### src/rtl/core/lfps_pkg.sv
package lfps_pkg;

  // Defaults for the top level parameters
  localparam int unsigned SENSOR_COUNT_DEF = 8;
  localparam int unsigned LOST_TIMEOUT_DEF = 100;

  // Fixed-point format, search threshold and integral limit
  localparam int unsigned FRAC_BITS      = 8;
  localparam int unsigned GAIN_FRAC      = 8;
  localparam int unsigned LOST_MIN_ERROR = 64;
  localparam int unsigned INTEGRAL_LIMIT = 10 << FRAC_BITS;

  // Field and register widths
  localparam int unsigned ERR_W      = 12;
  localparam int unsigned INTEG_W    = 13;
  localparam int unsigned GAIN_W     = 16;
  localparam int unsigned CENTER_W   = 11;
  localparam int unsigned SPEED_W    = 8;
  localparam int unsigned CFG_DATA_W = 16;
  localparam int unsigned CFG_IDX_W  = 3;

  // Multiply-accumulate widths
  localparam int unsigned OP_W    = 13;
  localparam int unsigned PROD_W  = GAIN_W + OP_W;
  localparam int unsigned ACC_W   = PROD_W + 2;
  localparam int unsigned SHIFT_W = GAIN_FRAC + FRAC_BITS;
  localparam int unsigned CORR_W  = ACC_W - SHIFT_W;
  localparam int unsigned SUMV_W  = CORR_W + 1;

  // Configuration register indexes
  typedef enum logic [CFG_IDX_W-1:0] {
    CFG_GAIN_P       = 3'd0,
    CFG_GAIN_I       = 3'd1,
    CFG_GAIN_D       = 3'd2,
    CFG_CENTER       = 3'd3,
    CFG_BASE_SPEED   = 3'd4,
    CFG_MIN_SPEED    = 3'd5,
    CFG_MAX_SPEED    = 3'd6,
    CFG_SEARCH_SPEED = 3'd7
  } cfg_idx_e;

  // Operand select of the shared multiplier
  typedef enum logic [1:0] {
    MAC_P,
    MAC_D,
    MAC_I
  } mac_sel_e;

  // Controller to datapath commands
  typedef struct packed {
    logic     capture;
    logic     div_step;
    logic     err_upd;
    logic     mul_en;
    mac_sel_e mac_sel;
    logic     acc_clr;
    logic     acc_add;
    logic     spd_upd;
    logic     lost_upd;
    logic     out_load;
  } lfps_cmd_t;

  // Datapath to controller status
  typedef struct packed {
    logic line_seen;
    logic out_free;
  } lfps_sts_t;

endpackage

### src/rtl/core/lfps_ctrl.sv
module lfps_ctrl import lfps_pkg::*; #(
  parameter int unsigned DIV_STEPS = 13
) (
  input  logic      clk_i,
  input  logic      rst_ni,
  input  logic      in_valid_i,
  output logic      in_stall_o,
  input  lfps_sts_t sts_i,
  output lfps_cmd_t cmd_o
);

  localparam int unsigned STEP_W = $clog2(DIV_STEPS);

  typedef enum logic [3:0] {
    S_IDLE,
    S_CHECK,
    S_DIVIDE,
    S_ERROR,
    S_MUL_P,
    S_MUL_D,
    S_MUL_I,
    S_ACCUM,
    S_SPEED,
    S_LOST,
    S_RESULT
  } state_e;

  state_e            state_q, state_d;
  logic [STEP_W-1:0] step_q, step_d;

  assign in_stall_o = (state_q != S_IDLE);

  // Next state and command decode
  always_comb begin
    state_d = state_q;
    step_d  = step_q;
    cmd_o   = '0;
    cmd_o.mac_sel = MAC_P;
    case (state_q)
      S_IDLE: begin
        if (in_valid_i) begin
          cmd_o.capture = 1'b1;
          state_d       = S_CHECK;
        end
      end
      S_CHECK: begin
        step_d  = '0;
        state_d = sts_i.line_seen ? S_DIVIDE : S_LOST;
      end
      S_DIVIDE: begin
        // one quotient bit per cycle
        cmd_o.div_step = 1'b1;
        step_d         = step_q + 1'b1;
        if (step_q == STEP_W'(DIV_STEPS - 1)) begin
          state_d = S_ERROR;
        end
      end
      S_ERROR: begin
        cmd_o.err_upd = 1'b1;
        state_d       = S_MUL_P;
      end
      S_MUL_P: begin
        cmd_o.mul_en  = 1'b1;
        cmd_o.mac_sel = MAC_P;
        cmd_o.acc_clr = 1'b1;
        state_d       = S_MUL_D;
      end
      S_MUL_D: begin
        cmd_o.mul_en  = 1'b1;
        cmd_o.mac_sel = MAC_D;
        cmd_o.acc_add = 1'b1;
        state_d       = S_MUL_I;
      end
      S_MUL_I: begin
        cmd_o.mul_en  = 1'b1;
        cmd_o.mac_sel = MAC_I;
        cmd_o.acc_add = 1'b1;
        state_d       = S_ACCUM;
      end
      S_ACCUM: begin
        cmd_o.acc_add = 1'b1;
        state_d       = S_SPEED;
      end
      S_SPEED: begin
        cmd_o.spd_upd = 1'b1;
        state_d       = S_RESULT;
      end
      S_LOST: begin
        cmd_o.lost_upd = 1'b1;
        state_d        = S_RESULT;
      end
      S_RESULT: begin
        // wait for room in the output register
        if (sts_i.out_free) begin
          cmd_o.out_load = 1'b1;
          state_d        = S_IDLE;
        end
      end
      default: begin
        state_d = S_IDLE;
      end
    endcase
  end

  always_ff @(posedge clk_i or negedge rst_ni) begin
    if (!rst_ni) begin
      state_q <= S_IDLE;
      step_q  <= '0;
    end else begin
      state_q <= state_d;
      step_q  <= step_d;
    end
  end

endmodule

### src/rtl/core/lfps_datapath.sv
module lfps_datapath import lfps_pkg::*; #(
  parameter int unsigned SENSOR_COUNT = SENSOR_COUNT_DEF,
  parameter int unsigned LOST_TIMEOUT = LOST_TIMEOUT_DEF
) (
  input  logic                  clk_i,
  input  logic                  rst_ni,
  input  logic                  cfg_we_i,
  input  logic [CFG_IDX_W-1:0]  cfg_index_i,
  input  logic [CFG_DATA_W-1:0] cfg_data_i,
  input  logic [7:0]            sensor_bits_i,
  output logic                  out_valid_o,
  input  logic                  out_stall_i,
  output logic [SPEED_W-1:0]    left_wheel_o,
  output logic [SPEED_W-1:0]    right_wheel_o,
  output logic                  line_lost_o,
  input  lfps_cmd_t             cmd_i,
  output lfps_sts_t             sts_o
);

  localparam int unsigned SUM_W  = $clog2(SENSOR_COUNT * (SENSOR_COUNT - 1) / 2 + 1);
  localparam int unsigned CNT_W  = $clog2(SENSOR_COUNT + 1);
  localparam int unsigned DVD_W  = SUM_W + FRAC_BITS;
  localparam int unsigned LOST_W = $clog2(LOST_TIMEOUT + 1);

  localparam logic signed [INTEG_W:0] ILIM_P = (INTEG_W + 1)'(INTEGRAL_LIMIT);
  localparam logic signed [INTEG_W:0] ILIM_N = -ILIM_P;
  localparam logic signed [ERR_W-1:0] SRCH_P = ERR_W'(LOST_MIN_ERROR);
  localparam logic signed [ERR_W-1:0] SRCH_N = -SRCH_P;

  // Configuration registers
  logic signed [GAIN_W-1:0] gain_p_q, gain_i_q, gain_d_q;
  logic [CENTER_W-1:0]      center_q;
  logic [SPEED_W-1:0]       base_q, min_q, max_q, search_q;

  always_ff @(posedge clk_i or negedge rst_ni) begin
    if (!rst_ni) begin
      gain_p_q <= '0;
      gain_i_q <= '0;
      gain_d_q <= '0;
      center_q <= CENTER_W'(896);
      base_q   <= '0;
      min_q    <= '0;
      max_q    <= '1;
      search_q <= '0;
    end else if (cfg_we_i) begin
      case (cfg_idx_e'(cfg_index_i))
        CFG_GAIN_P:       gain_p_q <= cfg_data_i;
        CFG_GAIN_I:       gain_i_q <= cfg_data_i;
        CFG_GAIN_D:       gain_d_q <= cfg_data_i;
        CFG_CENTER:       center_q <= cfg_data_i[CENTER_W-1:0];
        CFG_BASE_SPEED:   base_q   <= cfg_data_i[SPEED_W-1:0];
        CFG_MIN_SPEED:    min_q    <= cfg_data_i[SPEED_W-1:0];
        CFG_MAX_SPEED:    max_q    <= cfg_data_i[SPEED_W-1:0];
        CFG_SEARCH_SPEED: search_q <= cfg_data_i[SPEED_W-1:0];
        default: ;
      endcase
    end
  end

  // Index sum and count of the sensors that see the line
  logic [SUM_W-1:0] sum_c;
  logic [CNT_W-1:0] cnt_c;

  always_comb begin
    sum_c = '0;
    cnt_c = '0;
    for (int i = 0; i < SENSOR_COUNT; i++) begin
      if (!sensor_bits_i[i]) begin
        sum_c = sum_c + SUM_W'(i);
        cnt_c = cnt_c + CNT_W'(1);
      end
    end
  end

  // Restoring divider: position = (sum << FRAC_BITS) / count
  logic [DVD_W-1:0] quo_q;
  logic [CNT_W-1:0] rem_q, cnt_q;
  logic [CNT_W:0]   rem_sh;

  assign rem_sh = {rem_q, quo_q[DVD_W-1]};

  always_ff @(posedge clk_i) begin
    if (cmd_i.capture) begin
      quo_q <= DVD_W'(sum_c) << FRAC_BITS;
      rem_q <= '0;
      cnt_q <= cnt_c;
    end else if (cmd_i.div_step) begin
      if (rem_sh >= {1'b0, cnt_q}) begin
        rem_q <= CNT_W'(rem_sh - {1'b0, cnt_q});
        quo_q <= {quo_q[DVD_W-2:0], 1'b1};
      end else begin
        rem_q <= rem_sh[CNT_W-1:0];
        quo_q <= {quo_q[DVD_W-2:0], 1'b0};
      end
    end
  end

  assign sts_o.line_seen = (cnt_q != '0);

  // Error, derivative and clamped integral
  logic signed [ERR_W:0]     err_w;
  logic signed [ERR_W-1:0]   err_c;
  logic signed [INTEG_W:0]   isum_c;
  logic signed [INTEG_W-1:0] integ_c;
  logic signed [ERR_W-1:0]   prev_q;
  logic signed [INTEG_W-1:0] integ_q;
  logic signed [OP_W-1:0]    diff_q;
  logic [LOST_W-1:0]         lost_cnt_q;
  logic [LOST_W-1:0]         lost_cnt_c;

  assign err_w  = $signed((ERR_W + 1)'(quo_q)) - $signed((ERR_W + 1)'(center_q));
  assign err_c  = err_w[ERR_W-1:0];
  assign isum_c = (INTEG_W + 1)'(integ_q) + (INTEG_W + 1)'(err_c);

  always_comb begin
    if (isum_c > ILIM_P) begin
      integ_c = ILIM_P[INTEG_W-1:0];
    end else if (isum_c < ILIM_N) begin
      integ_c = ILIM_N[INTEG_W-1:0];
    end else begin
      integ_c = isum_c[INTEG_W-1:0];
    end
  end

  // Saturating count of lost ticks
  assign lost_cnt_c = (lost_cnt_q < LOST_W'(LOST_TIMEOUT)) ? lost_cnt_q + LOST_W'(1)
                                                            : lost_cnt_q;

  always_ff @(posedge clk_i or negedge rst_ni) begin
    if (!rst_ni) begin
      prev_q     <= '0;
      integ_q    <= '0;
      lost_cnt_q <= '0;
    end else if (cmd_i.err_upd) begin
      prev_q     <= err_c;
      integ_q    <= integ_c;
      lost_cnt_q <= '0;
    end else if (cmd_i.lost_upd) begin
      integ_q    <= '0;
      lost_cnt_q <= lost_cnt_c;
    end
  end

  always_ff @(posedge clk_i) begin
    if (cmd_i.err_upd) begin
      diff_q <= OP_W'(err_c) - OP_W'(prev_q);
    end
  end

  // Shared multiplier with accumulator
  logic signed [GAIN_W-1:0] mul_a;
  logic signed [OP_W-1:0]   mul_b;
  logic signed [PROD_W-1:0] prod_q;
  logic signed [ACC_W-1:0]  acc_q;

  always_comb begin
    case (cmd_i.mac_sel)
      MAC_P: begin
        mul_a = gain_p_q;
        mul_b = OP_W'(prev_q);
      end
      MAC_D: begin
        mul_a = gain_d_q;
        mul_b = diff_q;
      end
      MAC_I: begin
        mul_a = gain_i_q;
        mul_b = integ_q;
      end
      default: begin
        mul_a = '0;
        mul_b = '0;
      end
    endcase
  end

  always_ff @(posedge clk_i) begin
    if (cmd_i.mul_en) begin
      prod_q <= mul_a * mul_b;
    end
    if (cmd_i.acc_clr) begin
      acc_q <= '0;
    end else if (cmd_i.acc_add) begin
      acc_q <= acc_q + ACC_W'(prod_q);
    end
  end

  // Correction truncated toward zero, then wheel clamps
  logic signed [ACC_W-1:0]  acc_adj;
  logic signed [CORR_W-1:0] corr_c;
  logic signed [SUMV_W-1:0] base_s, min_s, max_s, left_v, right_v;
  logic [SPEED_W-1:0]       left_c, right_c;

  assign acc_adj = acc_q + (acc_q[ACC_W-1] ? ACC_W'((1 << SHIFT_W) - 1) : ACC_W'(0));
  assign corr_c  = acc_adj[ACC_W-1:SHIFT_W];
  assign base_s  = SUMV_W'(base_q);
  assign min_s   = SUMV_W'(min_q);
  assign max_s   = SUMV_W'(max_q);
  assign left_v  = base_s + SUMV_W'(corr_c);
  assign right_v = base_s - SUMV_W'(corr_c);

  always_comb begin
    if (left_v < min_s) begin
      left_c = min_q;
    end else if (left_v > max_s) begin
      left_c = max_q;
    end else begin
      left_c = left_v[SPEED_W-1:0];
    end
    if (right_v < min_s) begin
      right_c = min_q;
    end else if (right_v > max_s) begin
      right_c = max_q;
    end else begin
      right_c = right_v[SPEED_W-1:0];
    end
  end

  // Finished result, held until the output register has room
  logic [SPEED_W-1:0] res_left_q, res_right_q;
  logic               res_lost_q;
  logic               searching;

  assign searching = (lost_cnt_c < LOST_W'(LOST_TIMEOUT));

  always_ff @(posedge clk_i) begin
    if (cmd_i.spd_upd) begin
      res_left_q  <= left_c;
      res_right_q <= right_c;
      res_lost_q  <= 1'b0;
    end else if (cmd_i.lost_upd) begin
      res_left_q  <= (searching && (prev_q > SRCH_P)) ? search_q : '0;
      res_right_q <= (searching && !(prev_q > SRCH_P) && (prev_q < SRCH_N)) ? search_q : '0;
      res_lost_q  <= 1'b1;
    end
  end

  // Output register
  logic               out_valid_q;
  logic [SPEED_W-1:0] out_left_q, out_right_q;
  logic               out_lost_q;

  assign sts_o.out_free = !out_valid_q || !out_stall_i;

  always_ff @(posedge clk_i or negedge rst_ni) begin
    if (!rst_ni) begin
      out_valid_q <= 1'b0;
    end else if (cmd_i.out_load) begin
      out_valid_q <= 1'b1;
    end else if (!out_stall_i) begin
      out_valid_q <= 1'b0;
    end
  end

  always_ff @(posedge clk_i) begin
    if (cmd_i.out_load) begin
      out_left_q  <= res_left_q;
      out_right_q <= res_right_q;
      out_lost_q  <= res_lost_q;
    end
  end

  assign out_valid_o   = out_valid_q;
  assign left_wheel_o  = out_left_q;
  assign right_wheel_o = out_right_q;
  assign line_lost_o   = out_lost_q;

  // Checks
  a_integ_range: assert property (@(posedge clk_i) disable iff (!rst_ni)
    (integ_q <= ILIM_P) && (integ_q >= ILIM_N))
    else $error("integral outside its clamp");

  a_lost_sat: assert property (@(posedge clk_i) disable iff (!rst_ni)
    lost_cnt_q <= LOST_W'(LOST_TIMEOUT))
    else $error("lost counter beyond timeout");

  a_load_free: assert property (@(posedge clk_i) disable iff (!rst_ni)
    cmd_i.out_load |-> (!out_valid_q || !out_stall_i))
    else $error("output register overwritten while stalled");

  a_search_one: assert property (@(posedge clk_i) disable iff (!rst_ni)
    (cmd_i.out_load && res_lost_q) |=> !((left_wheel_o != '0) && (right_wheel_o != '0)))
    else $error("both wheels driven while searching");

endmodule

### src/rtl/core/line_follow_pid_steer_unit.sv
// PID line follower for a two-wheel drive. Each input transaction carries one
// sensor vector (a cleared bit sees the line); each produces exactly one output
// transaction with the left and right wheel speeds and a line-lost flag. One
// transaction is processed at a time. On a tracking tick a restoring divider
// forms the line position one quotient bit per cycle, and the P, I and D
// terms share a single multiplier; a lost-line tick skips both. The next
// transaction is accepted, at the earliest, once a result has entered the
// output register and the block is idle again. A stalled result waits in the
// output register, so the next transaction can be accepted and processed
// meanwhile. Configuration writes take effect on the next clock and must only
// be issued while the block is idle.
module line_follow_pid_steer_unit import lfps_pkg::*; #(
  parameter int unsigned SENSOR_COUNT = SENSOR_COUNT_DEF,
  parameter int unsigned LOST_TIMEOUT = LOST_TIMEOUT_DEF
) (
  input  logic                  clk_i,
  input  logic                  rst_ni,
  input  logic                  cfg_we_i,
  input  logic [CFG_IDX_W-1:0]  cfg_index_i,
  input  logic [CFG_DATA_W-1:0] cfg_data_i,
  input  logic                  in_valid_i,
  output logic                  in_stall_o,
  input  logic [7:0]            sensor_bits_i,
  output logic                  out_valid_o,
  input  logic                  out_stall_i,
  output logic [SPEED_W-1:0]    left_wheel_o,
  output logic [SPEED_W-1:0]    right_wheel_o,
  output logic                  line_lost_o
);

  localparam int unsigned DIV_STEPS =
    $clog2(SENSOR_COUNT * (SENSOR_COUNT - 1) / 2 + 1) + FRAC_BITS;

  lfps_cmd_t cmd;
  lfps_sts_t sts;

  lfps_ctrl #(
    .DIV_STEPS (DIV_STEPS)
  ) u_ctrl (
    .clk_i      (clk_i),
    .rst_ni     (rst_ni),
    .in_valid_i (in_valid_i),
    .in_stall_o (in_stall_o),
    .sts_i      (sts),
    .cmd_o      (cmd)
  );

  lfps_datapath #(
    .SENSOR_COUNT (SENSOR_COUNT),
    .LOST_TIMEOUT (LOST_TIMEOUT)
  ) u_datapath (
    .clk_i         (clk_i),
    .rst_ni        (rst_ni),
    .cfg_we_i      (cfg_we_i),
    .cfg_index_i   (cfg_index_i),
    .cfg_data_i    (cfg_data_i),
    .sensor_bits_i (sensor_bits_i),
    .out_valid_o   (out_valid_o),
    .out_stall_i   (out_stall_i),
    .left_wheel_o  (left_wheel_o),
    .right_wheel_o (right_wheel_o),
    .line_lost_o   (line_lost_o),
    .cmd_i         (cmd),
    .sts_o         (sts)
  );

endmodule
### config.mk
export PLATFORM = sky130hd
export DESIGN_NAME = line_follow_pid_steer_unit
export DESIGN_NICKNAME = d
export VERILOG_FILES = /design/src/rtl/core/lfps_pkg.sv /design/src/rtl/core/lfps_ctrl.sv /design/src/rtl/core/lfps_datapath.sv /design/src/rtl/core/line_follow_pid_steer_unit.sv
export SDC_FILE = /design/constraint.sdc
export NUM_CORES = 1
export LEC_CHECK = 0
export BUFFER_PORTS_ARGS = -buffer_cell sky130_fd_sc_hd__buf_2
export CAP_MARGIN = 10
export CELL_PAD_IN_SITES_DETAIL_PLACEMENT = 1
export CELL_PAD_IN_SITES_GLOBAL_PLACEMENT = 2
export CORE_ASPECT_RATIO = 0.8
export CORE_UTILIZATION = 42
export CTS_CLUSTER_DIAMETER = 60
export DETAILED_ROUTE_END_ITERATION = 6
export PLACE_DENSITY_LB_ADDON = 0.3
export SLEW_MARGIN = 5
export SYNTH_ARGS = -nofsm -noshare
export SYNTH_HDL_FRONTEND = slang
export SYNTH_HIERARCHICAL = 1
export SYNTH_SLANG_ARGS = --single-unit
### constraint.sdc
create_clock -name clk_i -period 9.98 [get_ports clk_i]
set_input_delay 0.998 -clock clk_i [delete_from_list [all_inputs] [get_ports clk_i]]
set_output_delay 0.998 -clock clk_i [all_outputs]
set_load 0.02 [all_outputs]
=== After elaboration in Yosys (flattened, before gate mapping) ===
Cells that the tools add are included.

* Eq/ne operators: 24
* Order comparisons: 11
* Add/subtract/negate cells: 23
* $mul: 1
* Mux-type cells: 58
* Reduce and logical (&&, ||, !) cells: 27

{| class="wikitable"
|+ Operator list
! kind !! number
|-
| $mux W8 || 10
|-
| $mux W13 || 6
|-
| $mux W4 || 12
|-
| $pmux W16 S3 || 1
|-
| $pmux W4 S10 || 1
|-
| $pmux W13 S3 || 1
|-
| $gt A16 B9 Y1 || 2
|-
| $lt A16 B9 Y1 || 2
|-
| $add A31 B17 Y31 || 1
|-
| $add A31 B29 Y31 || 1
|-
| $mux W5 || 6
|-
| $mul A16 B13 Y29 || 1
|-
| $add A4 B1 Y4 const B || 7
|-
| $mux W7 || 3
|-
| $add A5 B3 Y5 const B || 4
|-
| $add A9 B15 Y16 || 1
|-
| $eq A4 B3 Y1 const B || 4
|-
| $eq A4 B4 Y1 const B || 4
|-
| $mux W16 || 1
|-
| $reduce_and A2 Y1 || 8
|-
| $sub A9 B15 Y16 || 1
|-
| $mux W1 || 15
|-
| $add A13 B12 Y14 || 1
|-
| $gt A14 B13 Y1 const B || 1
|-
| 34 further kinds || 50
|}

* Input port bits: 32
* Register bits after elaboration: 260
* Output and inout port bits: 19
* Logic and storage cells: 171

=== Logic depth before layout (Yosys ltp) ===
* Depth after elaboration: 15
* Depth in mapped cells: 34
* Gate-level depth less buffers: 31

=== Hierarchy ===
Netlist, hierarchy kept.

{| class="wikitable"
|+ Modules (own cells, without submodules)
! module !! instances !! area each (µm²) !! cells each !! seq. area each (µm²)
|-
| lfps_datapath || 1 || 24124.4 || 2541 || 6520.0
|-
| lfps_ctrl || 1 || 554.3 || 71 || 200.2
|}

=== Worst setup path before layout ===
No wires, ideal clock.

* Path type: register -> register
* Start: register u_ctrl.state_q[2]
* End: register u_datapath.prod_q[28] (data pin)
* Arrival time: 7.758 ns
* Stages on the path, launching flop included: 32
* Path slack: 1.962 ns
* Data required time: 9.720 ns
* Buffers on the path: 5
* Setup time: 0.260 ns
* Clock period less this slack: 8.018 ns
* Path through: dfrtp_1 clkbuf_1 nand2_1 nor2_1 clkbuf_1 clkbuf_1 buf_1 nor2_1 a21oi_1 clkbuf_1 nor2_1 fa_1 inv_1 fa_1 inv_1 fa_1 fa_1 fa_1 inv_1 fa_1 inv_1 ha_1 a21o_1 a21oi_1 nand2b_1 a21oi_1 o21a_1 o31ai_1 o41ai_1 o2111ai_1 a21oi_1 xnor2_1

{| class="wikitable"
|+ RTL lines
! item !! line !! source
|-
| from (decl) || lfps_ctrl.sv:28 || <nowiki>state_e state_q, state_d;</nowiki>
|-
| from (signal assigned) || lfps_ctrl.sv:110 || <nowiki>state_q <= state_d;</nowiki>
|-
| to (signal assigned) || lfps_datapath.sv:179 || <nowiki>prod_q <= mul_a * mul_b;</nowiki>
|-
| to (decl) || lfps_datapath.sv:153 || <nowiki>logic signed [PROD_W-1:0] prod_q;</nowiki>
|}

==> results by group <==
Run status
  • Status: completed

Finish
  • Ant diodes: 0
  • Layout cells sized above 1: 11.39%
  • Nets: slightly above 3,000
  • Synthesis-to-finish area growth: 9.481%

Worst hold path
  • Hold Path End: u_datapath/right_wheel_o[7]
  • Hold path start: u_datapath/res_right_q[7]
  • Hold path depth: 0
  • Hold crit path type: reg -> reg

Route
  • Initial DRC Count: about 1,100
  • Final ANT Viol Nets: 0
  • Routed length per instance: 20.73 um
  • Vias per inst: between 5 and 6
  • Drt first pass iters: 5
  • Drt total wl: 71,630 um
  • Vias: 19,260
  • # DRC: 0

Global routing
  • First-pass GRT wire length: 114,700 um
  • GR met1 Demand/Resource: 34.45%
  • Global route total overflow: 0
  • Vias in the first global route: around 21,000
  • Largest net degree at the start of global routing: 75
  • Total GRT Usage: 24.54%
  • Met2 Usage GRT: 39.94%
  • Most Used Layer, Global Route: met2
  • GR Util met3: 3.370%
  • Initial antenna violation count: 0

Worst setup path
  • Worst setup EP type: register
  • R2R depth: 25
  • Startpoint types: register
  • Worst r2r src: u_ctrl/state_q[1]
  • Worst EP arrival: about 9600 ps
  • CP peak stage delay: 780 ps
  • Critical R2R Capture: u_datapath/prod_q[27]
  • Required @ worst endpoint: 10,290 ps
  • WP buf/inv: 4
  • Setup slack, reg-to-reg: 660 ps
  • Critical path's slowest cell: o21ai_1
  • CP Max Fanout: 51
  • Cell family with most CP delay: adder cells
  • Most used cell, CP: fa_1
  • Path type of the worst setup path: reg -> reg

CTS
  • Post-CTS setup buffers: 0
  • Clock-pin slew on the worst setup and hold paths: approximately 60 ps
  • Clock Sinks: 260
  • CTS resizes: 0
  • Max clock buf depth: 3
  • CTS buffer count: 34
  • Root buffer cell: clkbuf_16
  • Worst-Skew Late Latency: 560 ps
  • Post-CTS Hold Buffers: 0
  • CTS tree: done
  • # H-tree levels: 2

Die
  • Die Width: 273.0 um
  • Initial Util: 42.46%
  • Die height: between 200 and 250 um
  • # IOs: 51
  • Core ar.: between 50,000 and 60,000 sq um
  • # rows: 79
  • Die area: 59,740 sq um

Synth
  • Cells after synthesis: roughly 2,600
  • Post-synth EDFFs: between 80 and 90
  • Seq cells post-synth: 260
  • Yosys top cell area share: 16.47%
  • Mapped Area: about 25,000 sq um
  • Post-synthesis net count: 3,065
  • Yosys top cell by area: fa_1
  • Async S/R FF share, synth: 50.77%
  • Ys Warns: 6
  • Unique masters post-synth: 100
  • Predominant post-synthesis flop cell: dfrtp_1
  • Synth Area per Inst: 9.448 sq um
  • Register area share after synthesis: a little over a quarter
  • Top post-synthesis cells by area: fa_1, dfrtp_1, ha_1

STA
  • Final setup fails: 0
  • FMAX: 107.3 MHz
  • RSZ-0062 raised after global routing: false
  • Period utilisation layout: a little over 90%
  • Setup_tns: 0 ps
  • Clock skew: 20.09 ps
  • Worst slew margin: between 10% and 20%
  • Slew @ Worst Pin: about 1200 ps
  • Hold Fails Final Rpt: 0
  • Tmin final: 9321 ps
  • Final Slew Violations: 0

Placed design
  • GP Congestion: 0.8971
  • HPWL after DPL: 57,350 um
  • PortBufs: 50

Run
  • Max cap viols: 0
==> flip-flops by register name, summed over array words and instances, names as in the netlist, 11 cells and up <==
| name | count |
|---|---|
| u_datapath/acc_q | 31 |
| u_datapath/center_q | 11 |
| u_datapath/prod_q | 29 |
| u_datapath/gain_i_q | 16 |
| u_datapath/integ_q | 13 |
| u_datapath/gain_d_q | 16 |
| u_datapath/gain_p_q | 16 |
| u_datapath/prev_q | 12 |
| u_datapath/diff_q | 13 |
| u_datapath/quo_q | 13 |
==> worst max path at each step <==
stage,start,endpoint,slack [ps],cells after the start
after floorplan,u_ctrl/state_q[2],u_datapath/prod_q[28],1960,31
after global placement,u_ctrl/state_q[1],u_datapath/prod_q[28],990,27
after detailed placement,u_ctrl/state_q[1],u_datapath/prod_q[28],770,30
after CTS,u_ctrl/state_q[1],u_datapath/prod_q[28],740,30
after global routing,u_ctrl/state_q[1],u_datapath/prod_q[27],120,25
final,u_ctrl/state_q[1],u_datapath/prod_q[27],660,25
==> cell usage after synthesis, types with 17 or more instances <==
master    number
nand4_1       20
ha_1         218
o21a_1        35
a21oi_1      110
edfxtp_1      84
nor2b_1       27
nand3_1       51
a21o_1        27
dfrtp_1      121
or3_1         19
o211ai_1      20
mux2i_1       78
xor2_1        34
clkbuf_1      55
xnor2_1       89
o21ai_0       96
a31oi_1       19
fa_1         203
nor3_1        29
and2_1        17
nand2_1      233
mux2_2        97
inv_1        326
nand2b_1      34
nor2_1       265
dfxtp_1       44
==> metal layers <==
| layer | wire length (um) | up-vias |
|---|---|---|
| li1 | - | 9007 |
| met1 | 33950 | 9794 |
| met2 | 33400 | 364 |
| met3 | 2929 | 97 |
| met4 | 1350 | 0 |
| met5 | 0 | - |
==> worst reg2reg max path: cells and delay by family (launching register included) <==
| family | cells | cell delay, ps |
|---|---|---|
| DFF | 1 | 720 |
| muxes | 1 | 210 |
| and+or+nand+nor | 5 | 1330 |
| buffers and inverters | 4 | 660 |
| adders and majority gates | 7 | 3330 |
| AOI/OAI and AO/OA | 8 | 2840 |
==> placed cells by master, fill, tap and decap left out, drive strengths merged, types with 14 or more instances in the layout <==
cell type	n
dfrtp	121
mux2	97
o211ai	20
or3	19
nand2	233
nor3	31
and2	18
nand4	21
fa	203
a211oi	18
a31oi	20
nand3	52
nor2	265
and3	14
buf	83
clkbuf	47
inv	332
xor2	35
xnor2	89
a21oi	115
o21a	35
edfxtp	84
nor2b	27
o21ai	119
dfxtp	44
or2	15
mux2i	78
ha	218
a21o	27
nand2b	34
==> logic make-up (layout without fill, tap and decap cells) <==
| group | after synthesis | after routing | share of synthesized area [%] |
|---|---|---|---|
| XOR/XNOR | 124 | 124 | 4.477 |
| AND/OR/NAND/NOR | 769 | 769 | 14.41 |
| flip-flops | 260 | 260 | 27.23 |
| buffers and inverters | 396 | 471 | 6.185 |
| multiplexers | 175 | 175 | 7.590 |
| adder cells (fa/ha/maj) | 422 | 422 | 27.56 |
| AO/OA/AOI/OAI | 466 | 466 | 12.54 |
==> per-stage QoR <==
stage          area, sq um  std cells  util [%]  setup slack [ps]  hold slack (ps)
2_1_floorplan        24680       2612         -              1962            400.3
3_3_place_gp         25930       3394     44.61             989.1            403.7
3_5_place_dp         25930       3394     44.61             772.1            405.7
4_1_cts              27020       3456     46.49             735.4            420.6
5_1_grt              27020       3456     46.49             120.5            423.8
6_report             27020       3456     46.49             658.9            420.4
==> final cells by class <==
cell class / instances / area, sq um
Clock buffer: 47 / 949.7
Clock inverter: 15 / 140.1
Fill cell: 6605 / 31100
Inverter: 326 / 1224
Multi-Input combinational cell: 1956 / 16520
Sequential cell: 260 / 6720
Tap cell: 769 / 962.2
Timing Repair Buffer: 83 / 504.2
Power is left out: the tool's default activity adds up to more than one toggle a clock period on the data nets, which glitch-free logic cannot reach.
